--- src/rtl/core/assert_macros.svh ---
// ----------------------------------------------------------------------------
// Assertion macros
// Concurrent assertion wrappers clocked on clock; empty when SYNTH is set.
// ----------------------------------------------------------------------------
`ifndef ASSERT_MACROS_SVH
`define ASSERT_MACROS_SVH
`ifndef SYNTH
// checked outside reset
`define LSR_ASSERT(lbl, prop, msg) \
   lbl: assert property (@(posedge clock) disable iff (reset) prop) else $error(msg);
// checked on every edge, reset included
`define LSR_ASSERT_RST(lbl, prop, msg) \
   lbl: assert property (@(posedge clock) prop) else $error(msg);
`else
`define LSR_ASSERT(lbl, prop, msg)
`define LSR_ASSERT_RST(lbl, prop, msg)
`endif
`endif

--- src/rtl/core/lsr_pkg.sv ---
// ----------------------------------------------------------------------------
// LFU slot replacement package
// Sizes, outcome codes and the structs shared by controller, datapath and top.
// ----------------------------------------------------------------------------
package lsr_pkg;

   localparam int SLOTS     = 16;
   localparam int ID_BITS   = 7;
   localparam int SLOT_BITS = (SLOTS > 1) ? $clog2(SLOTS) : 1;
   localparam int TREE_N    = 1 << SLOT_BITS;
   localparam int MID_LVLS  = SLOT_BITS / 2;
   localparam int REST_LVLS = SLOT_BITS - MID_LVLS;
   localparam int MID_N     = TREE_N >> MID_LVLS;

   localparam int HITS_W    = 16;
   localparam int STAMP_W   = 32;

   // port field widths
   localparam int ITEM_ID_W = 7;
   localparam int OUTCOME_W = 2;
   localparam int SLOT_W    = 4;
   localparam int CSR_W     = 5;

   localparam logic [CSR_W-1:0] CSR_RESET = CSR_W'(16);

   localparam logic [OUTCOME_W-1:0] OUTCOME_HIT     = 2'd0;
   localparam logic [OUTCOME_W-1:0] OUTCOME_FILL    = 2'd1;
   localparam logic [OUTCOME_W-1:0] OUTCOME_REPLACE = 2'd2;

   typedef struct packed {
      logic load;    // capture request id
      logic scan;    // match, free search, first half of victim tree
      logic commit;  // finish victim pick, update slots, emit response
   } ctrl_cmd_type;

   typedef struct packed {
      logic [OUTCOME_W-1:0] outcome;
      logic [SLOT_W-1:0]    slot_used;
      logic                 evicted_valid;
      logic [ITEM_ID_W-1:0] evicted_id;
      logic [HITS_W-1:0]    hit_count;
   } result_type;

endpackage

--- src/rtl/core/lfu_slot_replacement.sv ---
// ----------------------------------------------------------------------------
// LFU slot replacement
// Top level: CSR, active slot mask, controller, datapath, response register.
// ----------------------------------------------------------------------------
// Each request names an identifier. A hit bumps the slot's count (saturating);
// a miss fills the lowest free active slot, or else evicts the active slot
// with the lowest count, oldest arrival breaking ties, and reports it. A
// request passes through a scan cycle (match, free search and the lower
// half of the min-count/oldest tree, registered) and an update cycle (upper
// half of the tree, slot write, response load). With the response register
// free, a new request is taken in the update cycle, overlapping the previous
// request's commit. A response held by rsp_ready stalls the update cycle only.
// csr_active_slots is taken any cycle; write it only with no request in
// flight. Zero acts as one, values above the slot count act as all slots.
// ----------------------------------------------------------------------------
module lfu_slot_replacement (
   input  logic                           clock,
   input  logic                           reset,
   // configuration
   input  logic                           csr_valid,
   output logic                           csr_ready,
   input  logic [lsr_pkg::CSR_W-1:0]      csr_active_slots,
   // request
   input  logic                           req_valid,
   output logic                           req_ready,
   input  logic [lsr_pkg::ITEM_ID_W-1:0]  req_item_id,
   // response
   output logic                           rsp_valid,
   input  logic                           rsp_ready,
   output logic [lsr_pkg::OUTCOME_W-1:0]  rsp_outcome,
   output logic [lsr_pkg::SLOT_W-1:0]     rsp_slot_used,
   output logic                           rsp_evicted_valid,
   output logic [lsr_pkg::ITEM_ID_W-1:0]  rsp_evicted_id,
   output logic [lsr_pkg::HITS_W-1:0]     rsp_hit_count
);
   import lsr_pkg::*;

   // active slot count register
   logic [CSR_W-1:0] csr_ff;

   assign csr_ready = 1'b1;

   always_ff @(posedge clock) begin
      if (reset) begin
         csr_ff <= CSR_RESET;
      end else if (csr_valid) begin
         csr_ff <= csr_active_slots;
      end
   end

   // slot 0 is always live; counts past SLOTS simply light every slot
   logic [SLOTS-1:0] active;

   always_comb begin
      for (int i = 0; i < SLOTS; i++) begin
         active[i] = (i == 0) || (32'(i) < 32'(csr_ff));
      end
   end

   // response register
   logic       rsp_valid_ff;
   result_type rsp_ff;
   result_type result;
   logic       out_free;
   ctrl_cmd_type cmd;

   assign out_free = !rsp_valid_ff || rsp_ready;

   lsr_ctrl u_ctrl (
      .clock     (clock),
      .reset     (reset),
      .req_valid (req_valid),
      .req_ready (req_ready),
      .out_free  (out_free),
      .cmd       (cmd)
   );

   lsr_datapath u_datapath (
      .clock   (clock),
      .reset   (reset),
      .cmd     (cmd),
      .active  (active),
      .item_id (req_item_id),
      .result  (result)
   );

   always_ff @(posedge clock) begin
      if (reset) begin
         rsp_valid_ff <= 1'b0;
      end else if (cmd.commit) begin
         rsp_valid_ff <= 1'b1;
      end else if (rsp_ready) begin
         rsp_valid_ff <= 1'b0;
      end
   end

   always_ff @(posedge clock) begin
      if (cmd.commit) begin
         rsp_ff <= result;
      end
   end

   assign rsp_valid         = rsp_valid_ff;
   assign rsp_outcome       = rsp_ff.outcome;
   assign rsp_slot_used     = rsp_ff.slot_used;
   assign rsp_evicted_valid = rsp_ff.evicted_valid;
   assign rsp_evicted_id    = rsp_ff.evicted_id;
   assign rsp_hit_count     = rsp_ff.hit_count;

endmodule

--- src/rtl/core/lsr_ctrl.sv ---
// ----------------------------------------------------------------------------
// LFU slot replacement controller
// Sequences load, scan and commit for each request.
// ----------------------------------------------------------------------------
`include "assert_macros.svh"

module lsr_ctrl (
   input  logic                  clock,
   input  logic                  reset,
   input  logic                  req_valid,
   output logic                  req_ready,
   input  logic                  out_free,
   output lsr_pkg::ctrl_cmd_type cmd
);
   import lsr_pkg::*;

   typedef enum logic [1:0] {
      S_IDLE,
      S_SCAN,
      S_UPDATE
   } state_type;

   state_type state_ff, state_in;

   always_comb begin
      state_in   = state_ff;
      req_ready  = 1'b0;
      cmd        = '0;
      case (state_ff)
         S_IDLE: begin
            req_ready = 1'b1;
            if (req_valid) begin
               cmd.load = 1'b1;
               state_in = S_SCAN;
            end
         end
         S_SCAN: begin
            cmd.scan = 1'b1;
            state_in = S_UPDATE;
         end
         S_UPDATE: begin
            if (out_free) begin
               cmd.commit = 1'b1;
               req_ready  = 1'b1;
               if (req_valid) begin
                  cmd.load = 1'b1;
                  state_in = S_SCAN;
               end else begin
                  state_in = S_IDLE;
               end
            end
         end
         default: begin
            state_in = S_IDLE;
         end
      endcase
   end

   always_ff @(posedge clock) begin
      if (reset) begin
         state_ff <= S_IDLE;
      end else begin
         state_ff <= state_in;
      end
   end

   `LSR_ASSERT_RST(a_reset_idle, reset |=> state_ff == S_IDLE, "not idle after reset")
   `LSR_ASSERT(a_commit_free, cmd.commit |-> out_free, "commit into a full output stage")
   `LSR_ASSERT(a_scan_follows, cmd.load |=> cmd.scan, "load not followed by scan")

endmodule

--- src/rtl/core/lsr_datapath.sv ---
// ----------------------------------------------------------------------------
// LFU slot replacement datapath
// Slot storage, match and free search, two-stage victim tree, slot update.
// ----------------------------------------------------------------------------
`include "assert_macros.svh"

module lsr_datapath (
   input  logic                           clock,
   input  logic                           reset,
   input  lsr_pkg::ctrl_cmd_type          cmd,
   input  logic [lsr_pkg::SLOTS-1:0]      active,
   input  logic [lsr_pkg::ITEM_ID_W-1:0]  item_id,
   output lsr_pkg::result_type            result
);
   import lsr_pkg::*;

   typedef struct packed {
      logic                 act;
      logic [SLOT_BITS-1:0] idx;
      logic [HITS_W-1:0]    hits;
      logic [STAMP_W-1:0]   stamp;
   } node_type;

   // right side wins only when strictly better: ties stay with the lower slot
   function automatic node_type pick(node_type a, node_type b);
      logic better;
      better = b.act && (!a.act || (b.hits < a.hits) ||
                         ((b.hits == a.hits) && (b.stamp < a.stamp)));
      return better ? b : a;
   endfunction

   // slot storage
   logic [SLOTS-1:0]   valid_ff;
   logic [ID_BITS-1:0] ident_ff [SLOTS];
   logic [HITS_W-1:0]  hits_ff  [SLOTS];
   logic [STAMP_W-1:0] stamp_ff [SLOTS];
   logic [STAMP_W-1:0] clock_ff;

   logic [ID_BITS-1:0] id_ff;

   // scan stage registers
   logic                 hit_ff, free_ff;
   logic [SLOT_BITS-1:0] hit_slot_ff, free_slot_ff;
   node_type             mid_ff [MID_N];

   // scan stage logic
   logic                 hit_found, free_found;
   logic [SLOT_BITS-1:0] hit_slot, free_slot;
   node_type             lo_tree [MID_LVLS+1][TREE_N];
   node_type             hi_tree [REST_LVLS+1][MID_N];
   node_type             victim;

   logic [ID_BITS+ITEM_ID_W-1:0] id_ext;
   assign id_ext = {{ID_BITS{1'b0}}, item_id};

   always_ff @(posedge clock) begin
      if (cmd.load) begin
         id_ff <= id_ext[ID_BITS-1:0];
      end
   end

   always_comb begin
      hit_found  = 1'b0;
      free_found = 1'b0;
      hit_slot   = '0;
      free_slot  = '0;
      for (int i = SLOTS - 1; i >= 0; i--) begin
         if (active[i] && valid_ff[i] && (ident_ff[i] == id_ff)) begin
            hit_found = 1'b1;
            hit_slot  = SLOT_BITS'(i);
         end
         if (active[i] && !valid_ff[i]) begin
            free_found = 1'b1;
            free_slot  = SLOT_BITS'(i);
         end
      end
   end

   // lower levels of the victim tree, registered at the end of scan
   always_comb begin
      for (int l = 0; l <= MID_LVLS; l++) begin
         for (int k = 0; k < TREE_N; k++) begin
            lo_tree[l][k] = '0;
         end
      end
      for (int k = 0; k < SLOTS; k++) begin
         lo_tree[0][k].act   = active[k];
         lo_tree[0][k].idx   = SLOT_BITS'(k);
         lo_tree[0][k].hits  = hits_ff[k];
         lo_tree[0][k].stamp = stamp_ff[k];
      end
      for (int l = 0; l < MID_LVLS; l++) begin
         for (int k = 0; k < TREE_N / 2; k++) begin
            if (k < (TREE_N >> (l + 1))) begin
               lo_tree[l+1][k] = pick(lo_tree[l][2*k], lo_tree[l][2*k+1]);
            end
         end
      end
   end

   always_ff @(posedge clock) begin
      if (cmd.scan) begin
         hit_ff       <= hit_found;
         hit_slot_ff  <= hit_slot;
         free_ff      <= free_found;
         free_slot_ff <= free_slot;
         for (int k = 0; k < MID_N; k++) begin
            mid_ff[k] <= lo_tree[MID_LVLS][k];
         end
      end
   end

   // upper levels of the victim tree
   always_comb begin
      for (int l = 0; l <= REST_LVLS; l++) begin
         for (int k = 0; k < MID_N; k++) begin
            hi_tree[l][k] = '0;
         end
      end
      for (int k = 0; k < MID_N; k++) begin
         hi_tree[0][k] = mid_ff[k];
      end
      for (int l = 0; l < REST_LVLS; l++) begin
         for (int k = 0; k < MID_N; k++) begin
            if (2 * k + 1 < (MID_N >> l)) begin
               hi_tree[l+1][k] = pick(hi_tree[l][2*k], hi_tree[l][2*k+1]);
            end
         end
      end
      victim = hi_tree[REST_LVLS][0];
   end

   // update stage
   logic [SLOT_BITS-1:0]       sel;
   logic [HITS_W-1:0]          new_hits;
   logic [SLOT_BITS+SLOT_W-1:0] sel_ext;
   logic [ID_BITS+ITEM_ID_W-1:0] ev_ext;

   always_comb begin
      if (hit_ff) begin
         sel = hit_slot_ff;
      end else if (free_ff) begin
         sel = free_slot_ff;
      end else begin
         sel = victim.idx;
      end
      if (hit_ff) begin
         new_hits = (hits_ff[sel] == '1) ? hits_ff[sel] : hits_ff[sel] + HITS_W'(1);
      end else begin
         new_hits = HITS_W'(1);
      end
      sel_ext = {{SLOT_W{1'b0}}, sel};
      ev_ext  = {{ITEM_ID_W{1'b0}}, ident_ff[sel]};

      result.slot_used = sel_ext[SLOT_W-1:0];
      result.hit_count = new_hits;
      if (hit_ff) begin
         result.outcome       = OUTCOME_HIT;
         result.evicted_valid = 1'b0;
         result.evicted_id    = '0;
      end else if (free_ff) begin
         result.outcome       = OUTCOME_FILL;
         result.evicted_valid = 1'b0;
         result.evicted_id    = '0;
      end else begin
         result.outcome       = OUTCOME_REPLACE;
         result.evicted_valid = 1'b1;
         result.evicted_id    = ev_ext[ITEM_ID_W-1:0];
      end
   end

   always_ff @(posedge clock) begin
      if (reset) begin
         valid_ff <= '0;
         clock_ff <= '0;
      end else if (cmd.commit) begin
         valid_ff[sel] <= 1'b1;
         clock_ff      <= clock_ff + STAMP_W'(1);
      end
   end

   always_ff @(posedge clock) begin
      if (cmd.commit) begin
         hits_ff[sel] <= new_hits;
         if (!hit_ff) begin
            ident_ff[sel] <= id_ff;
            stamp_ff[sel] <= clock_ff;
         end
      end
   end

   `LSR_ASSERT(a_clock_step, cmd.commit |=> clock_ff == $past(clock_ff) + STAMP_W'(1), "stamp clock skipped")
   `LSR_ASSERT(a_hit_live, cmd.commit && hit_ff |-> valid_ff[hit_slot_ff] && active[hit_slot_ff], "hit on dead slot")
   `LSR_ASSERT(a_victim_live, cmd.commit && !hit_ff && !free_ff |-> victim.act && valid_ff[victim.idx], "victim not a live slot")

endmodule
--- config.mk ---
export PLATFORM = sky130hd
export DESIGN_NAME = lfu_slot_replacement
export DESIGN_NICKNAME = d
export VERILOG_FILES = /design/src/rtl/core/lsr_pkg.sv /design/src/rtl/core/lfu_slot_replacement.sv /design/src/rtl/core/lsr_ctrl.sv /design/src/rtl/core/lsr_datapath.sv
export VERILOG_INCLUDE_DIRS = /design/src /design/src/rtl/core
export SDC_FILE = /design/constraint.sdc
export NUM_CORES = 2
export LEC_CHECK = 0
export BUFFER_PORTS_ARGS = -buffer_cell sky130_fd_sc_hd__buf_2
export CORE_MARGIN = 2
export CORE_UTILIZATION = 59
export CTS_BUF_LIST = sky130_fd_sc_hd__clkbuf_16
export CTS_CLUSTER_DIAMETER = 60
export DETAILED_ROUTE_END_ITERATION = 7
export PLACE_DENSITY_LB_ADDON = 0.08
export SYNTH_ARGS = -nofsm -noshare
export SYNTH_HDL_FRONTEND = slang
export SYNTH_SLANG_ARGS = --single-unit
--- constraint.sdc ---
create_clock -name clock -period 28.2 [get_ports clock]
set_input_delay 5.64 -clock clock [delete_from_list [all_inputs] [get_ports clock]]
set_output_delay 5.64 -clock clock [all_outputs]
set_load 0.1 [all_outputs]
### Word-level counts from Yosys, hierarchy flattened

Memory sizes are Yosys's and may differ from the RTL's.
Cells that the tools add are included.

* bits of input ports: 17
* ROM bits: 0
* logic and storage cells: 336
* memories: 4
* register bits: 103
* RAM bits: 1092
* output and inout bits: 33
* latch bits: 0

Memories
* u_datapath.stamp_ff: words 16, width 32, rd ports 16, clocked after Yosys merged registers in 0, wr ports 1, line lsr_datapath.sv:36 `logic [STAMP_W-1:0] stamp_ff [SLOTS];`
* u_datapath.hits_ff: words 16, width 16, rd ports 17, clocked after Yosys merged registers in 0, wr ports 1, line lsr_datapath.sv:35 `logic [HITS_W-1:0] hits_ff [SLOTS];`
* u_datapath.mid_ff: words 4, width 53, rd ports 4, clocked after Yosys merged registers in 0, wr ports 4, line lsr_datapath.sv:44 `node_type mid_ff [MID_N];`
* u_datapath.ident_ff: words 16, width 7, rd ports 17, clocked after Yosys merged registers in 0, wr ports 1, line lsr_datapath.sv:34 `logic [ID_BITS-1:0] ident_ff [SLOTS];`

* reduce and logical (&&, ||, !) cells: 149
* bitwise operators: 2
* eq/ne operators: 36
* $mul: 0
* $add $sub $neg: 2
* divide/modulo/power cells: 0
* $lt $le $gt $ge: 47
* shift-type cells: 0
* mux-type cells: 75

Operator list (count)
* $mux W53: 14
* $lt A32 B32 Y1: 15
* $eq A16 B16 Y1: 15
* $lt A16 B16 Y1: 15
* $eq A7 B7 Y1: 16
* $logic_and A1 B1 Y1: 77
* $mux W4: 18
* $mux W52: 1
* $lt A4 B5 Y1 const A: 8
* $add A32 B1 Y32 const B: 1
* $mux W16: 2
* $logic_not A1 Y1: 30
* $logic_or A1 B1 Y1: 30
* $reduce_or A15 Y1: 2
* $mux W3: 8
* $lt A3 B5 Y1 const A: 4
* $mux W1: 20
* $add A16 B1 Y16 const B: 1
* $eq A16 B16 Y1 const B: 1
* $or A16 B16 Y16: 1
* $reduce_or A8 Y1: 2
* $mux W2: 7
* $lt A2 B5 Y1 const A: 2
* $mux W8: 1
* 15 further kinds: 20

### Depth between registers and ports, before layout

* depth in word-level cells: 18
* gate-level depth with buffers: 35
* mapped depth without buffers: 33

### By module

From an unflattened synthesis, not the netlist that was laid out.

* cells, all modules: 5984
* area total of the unflattened synthesis: 67796.3 um^2

By module, submodules not included
* lsr_datapath: cells each 5894, area an instance 66386.2 um^2, seq. area each 34022.6 um^2, instances 1
* lfu_slot_replacement: cells each 79, area an instance 1281.2 um^2, seq. area each 1021.0 um^2, instances 1
* lsr_ctrl: cells each 11, area an instance 128.9 um^2, seq. area each 40.0 um^2, instances 1

### Worst setup path before layout

No wires, ideal clock.

* path kind: input to output
* from: in rsp_ready
* to: out req_ready
* required time: 22560 ps
* arrival time: 7251 ps
* setup slack: 15309 ps
* stages on the path: 2
* cells stage by stage: nor2b_1 a21oi_1

* word-level cells in the longest chain between the ends: 3

Ends and longest elaborated chain
* start, declared: line lfu_slot_replacement.sv:29 `input logic rsp_ready,`
* $logic_or A1 B1 Y1: line lfu_slot_replacement.sv:67 `assign out_free = !rsp_valid_ff || rsp_ready;`
* $mux W1: line lsr_ctrl.sv:42 `if (out_free) begin`
* $pmux W1 S2: line lsr_ctrl.sv:29 `case (state_ff)`
* end, declared: line lfu_slot_replacement.sv:25 `output logic req_ready,`

Every way passes these cells.

### Final worst setup path

Same ends and word-level chain as after synthesis.

==> impl_metrics.sql <==
INSERT INTO impl_metrics (metric_group, metric, value, unit) VALUES
('cts', 'clk-insertion-delay-late', '0.77', 'ns'),
('synth', 'most_area_consuming_cells_after_synthesis', 'edfxtp_1 (51%), ha_1 (13%), mux2i_1 (6.9%)', ''),
('final_layout', 'final.fill_count', '8593', ''),
('power_and_ir_drop', 'power.internal', '3160', 'uW'),
('global_routing', 'maximum_number_of_pins_on_one_net_before_global_route_repair', '162', ''),
('worst_setup_path', 'r2r_start', 'u_datapath.mid_ff[1][31]', ''),
('routing', 'remaining_drc_errors', '0', ''),
('timing', 'setup_failing_eps_final', '0', ''),
('cts', 'clock_tree.htree_level_count', '4', ''),
('final_layout', 'seqCellArea', '35100', 'sq um'),
('worst_setup_path', 'required_time_reported_for_the_critical_path_endpoint', '22.56', 'ns'),
('min_path', 'min_delay_worst_endpoint', 'rsp_valid', ''),
('min_path', 'min_path_type', 'register to register', ''),
('worst_setup_path', 'setup.worst_path.start_class', 'primary input', ''),
('synth', 'compound_cell_area_share_of_the_yosys_netlist', '0.106', ''),
('status', 'run_status', 'finished clean', ''),
('floorplanning', 'floorplan.die_area', '116000', 'sq um'),
('power_and_ir_drop', 'power_switching', '1080', 'uW'),
('floorplanning', 'die_x', '341', 'um'),
('cts', 'clk_root_buffer_cell', 'clkbuf_16', ''),
('timing', 'worst-slew-pin-transition', '1.30', 'ns'),
('worst_setup_path', 'cp_common_cell', 'buf_2', ''),
('routing', 'num_vias', '46600', ''),
('timing', 'maxSlewHeadroom', '0.112', ''),
('cts', 'cts.sink_count', '1186', ''),
('synth', 'leading_cell_type_by_number_of_instances_after_synthesis', 'edfxtp_1', ''),
('timing', 'post_route_setup_tns', '0', 'ns'),
('final_layout', 'fin_area', '73800', 'sq um'),
('power_and_ir_drop', 'pwr-share-seq', '0.464', ''),
('synth', 'synth_xor_area_frac', '0.0187', ''),
('cts', 'cts_hold_buffers', '0', ''),
('floorplanning', 'initial_core_util', '0.595', ''),
('synth', 'synth.cell_area', '67000', 'sq um'),
('worst_setup_path', 'reg2reg_slack', '16.99', 'ns'),
('final_layout', 'post_route_cells_drive_above_1_share', '0.0724', ''),
('cts', 'cts.reportedPaths.clkPinSlew', '0.06', 'ns'),
('cts', 'cts_post_setup_buffers_inserted', '0', ''),
('routing', 'drtAntennaViolNets', '0', ''),
('min_path', 'worst_hold_path.num_cells', '2', ''),
('worst_setup_path', 'buffer_and_inverter_count_on_the_worst_path', '2', ''),
('routing', 'wl', '187000', 'um'),
('timing', 'rsz0062_at_grt', 'no', ''),
('synth', 'synth.ff_latch_count', '1186', ''),
('power_and_ir_drop', 'p_total', '4240', 'uW'),
('cts', 'cts-resized-gates', '0', ''),
('placed_design', 'dp.final_hpwl', '137000', 'um'),
('global_routing', 'first_global_vias', '44700', ''),
('worst_setup_path', 'critical_path.max_stage_delay', '0.48', 'ns'),
('timing', 'report.final.slew_viol_count', '0', ''),
('cts', 'tritoncts', 'done', ''),
('power_and_ir_drop', 'combinationalPowerShare', '0.112', ''),
('synth', 'synthArstFlopShare', '0', ''),
('timing', 'clock-skew-final', '0.0284', 'ns'),
('synth', 'ys.flop_type', 'edfxtp_1', ''),
('floorplanning', 'num_io_pins', '50', ''),
('synth', 'biggest_area_consumer_among_synthesized_cells', 'edfxtp_1', ''),
('floorplanning', 'placeableCoreArea', '112000', 'sq um'),
('synth', 'synth_top_family_by_area', 'adder cells', ''),
('worst_setup_path', 'worst_r2r_endpoint', 'u_datapath.hits_ff[4][7]', ''),
('final_layout', 'areaGrowthSynthToFinish', '10.2', '%'),
('global_routing', 'gr-total-overflow', '0', ''),
('timing', 'final.min_clock_period', '12.17', 'ns'),
('timing', 'timing.final.hold_violations', '0', ''),
('power_and_ir_drop', 'power_density', '57.5', 'nW/um^2'),
('routing', 'route.detailed.vias_per_inst', '6.15', ''),
('power_and_ir_drop', 'switching_share', '0.255', ''),
('cts', 'cts-root-to-sink-buffers', '3', ''),
('timing', 'max_freq', '82.2', 'MHz'),
('synth', 'synthCells', '5883', ''),
('cts', 'numCtsBuffers', '141', ''),
('final_layout', 'finalNetCount', '6685', '');
registers in the layout, summed over array words and instances (netlist names), 2 cells and up:
register / flops
u_datapath.hits_ff: 256
u_datapath.free_slot_ff: 4
u_datapath.hit_slot_ff: 4
rsp_hit_count: 16
u_datapath.mid_ff: 204
rsp_slot_used: 4
u_datapath.id_ff: 7
u_datapath.ident_ff: 112
u_datapath.clock_ff: 32
rsp_evicted_id: 7
u_ctrl.state_ff: 2
u_datapath.valid_ff: 16
u_datapath.stamp_ff: 512
csr_ff: 5
cells in the final DEF, fill, tap and decap left out, types with 13 or more instances in the layout:
master and n:
a221oi_1 15, nand3_1 125, edfxtp_1 1130, nand4_1 147, a21oi_1 430, a311oi_1 24
dfxtp_1 56, nor4_1 29, a31oi_1 25, clkbuf_16 147, or3_1 13, xor2_1 57
o21a_1 35, buf_4 93, and4_1 13, a211o_1 13, mux2i_1 459, o211ai_1 31
inv_1 666, nand2b_1 77, clkinv_2 23, o21ai_0 243, nor2b_1 90, nand2_1 403
nor3_2 18, nor3_1 39, a21o_1 137, nor2_1 342, and3_1 26, a211oi_1 87
mux2_2 14, xnor2_1 86, clkinv_1 27, buf_2 48, ha_1 707
power groups by stage:
| stage | registers, uW | logic (uW) | clock network, uW |
|---|---|---|---|
| after floorplan | 2010 | 307 | 0 |
| after global placement | 2000 | 456 | 0 |
| after detailed placement | 2010 | 462 | 0 |
| after CTS | 1970 | 465 | 1820 |
| after global routing | 1970 | 510 | 1890 |
| final | 1970 | 475 | 1800 |
worst min-delay path: stages (launching register included):
cell and delay (ns):
dfxtp_1 0.32, nand2b_1 0.07, a21oi_1 0.05
metal layers:
layer / track usage / vias to the layer above / share of wire
li1: - / 21700 / -
met1: 0.489 / 22600 / 0.45
met2: 0.462 / 1983 / 0.42
met3: 0.0624 / 307 / 0.099
met4: 0.103 / 2 / 0.031
met5: 0 / - / 0.000043
layout make-up:
| cell class | count | area share |
|---|---|---|
| timing repair buffer | 143 | 0.0133 |
| inverter | 646 | 0.0329 |
| multi-input combinational | 3843 | 0.392 |
| antenna | 2 | 0.0000678 |
| clock inverter | 112 | 0.0121 |
| sequential | 1186 | 0.475 |
| clock buffer | 147 | 0.0498 |
| tap | 1500 | 0.0254 |
how the worst max path moves through the flow:
stage	start	endpoint	slack (ns)	cells after the start
CTS	rsp_ready	req_ready	16.02	4
global route	rsp_ready	req_ready	15.95	4
detailed placement	rsp_ready	req_ready	16.03	4
global placement	rsp_ready	req_ready	16.04	4
floorplan	rsp_ready	req_ready	15.31	2
finish	rsp_ready	req_ready	16.03	4
per-stage QoR:
stage                     setup WS [ns]  cells   util  hold slack [ns]
after floorplan                   15.31   5884      -            0.450
after global placement            16.04   7318  0.616            0.465
after detailed placement          16.03   7318  0.616            0.478
after CTS                         16.02   7577  0.656            0.487
after global routing              15.95   7577  0.656            0.527
final                             16.03   7579  0.656            0.484
cells by family (layout without fill, tap and decap cells):
logic type | count (synthesis) | in the layout
compound gates | 1141 | 1141
fa+ha+maj | 707 | 707
other cells | 1 | 4
flops | 1186 | 1186
buf+inv | 855 | 1048
xor+xnor | 143 | 143
simple gates | 1374 | 1374
mux | 476 | 476
(Power assumes the default switching activity.)
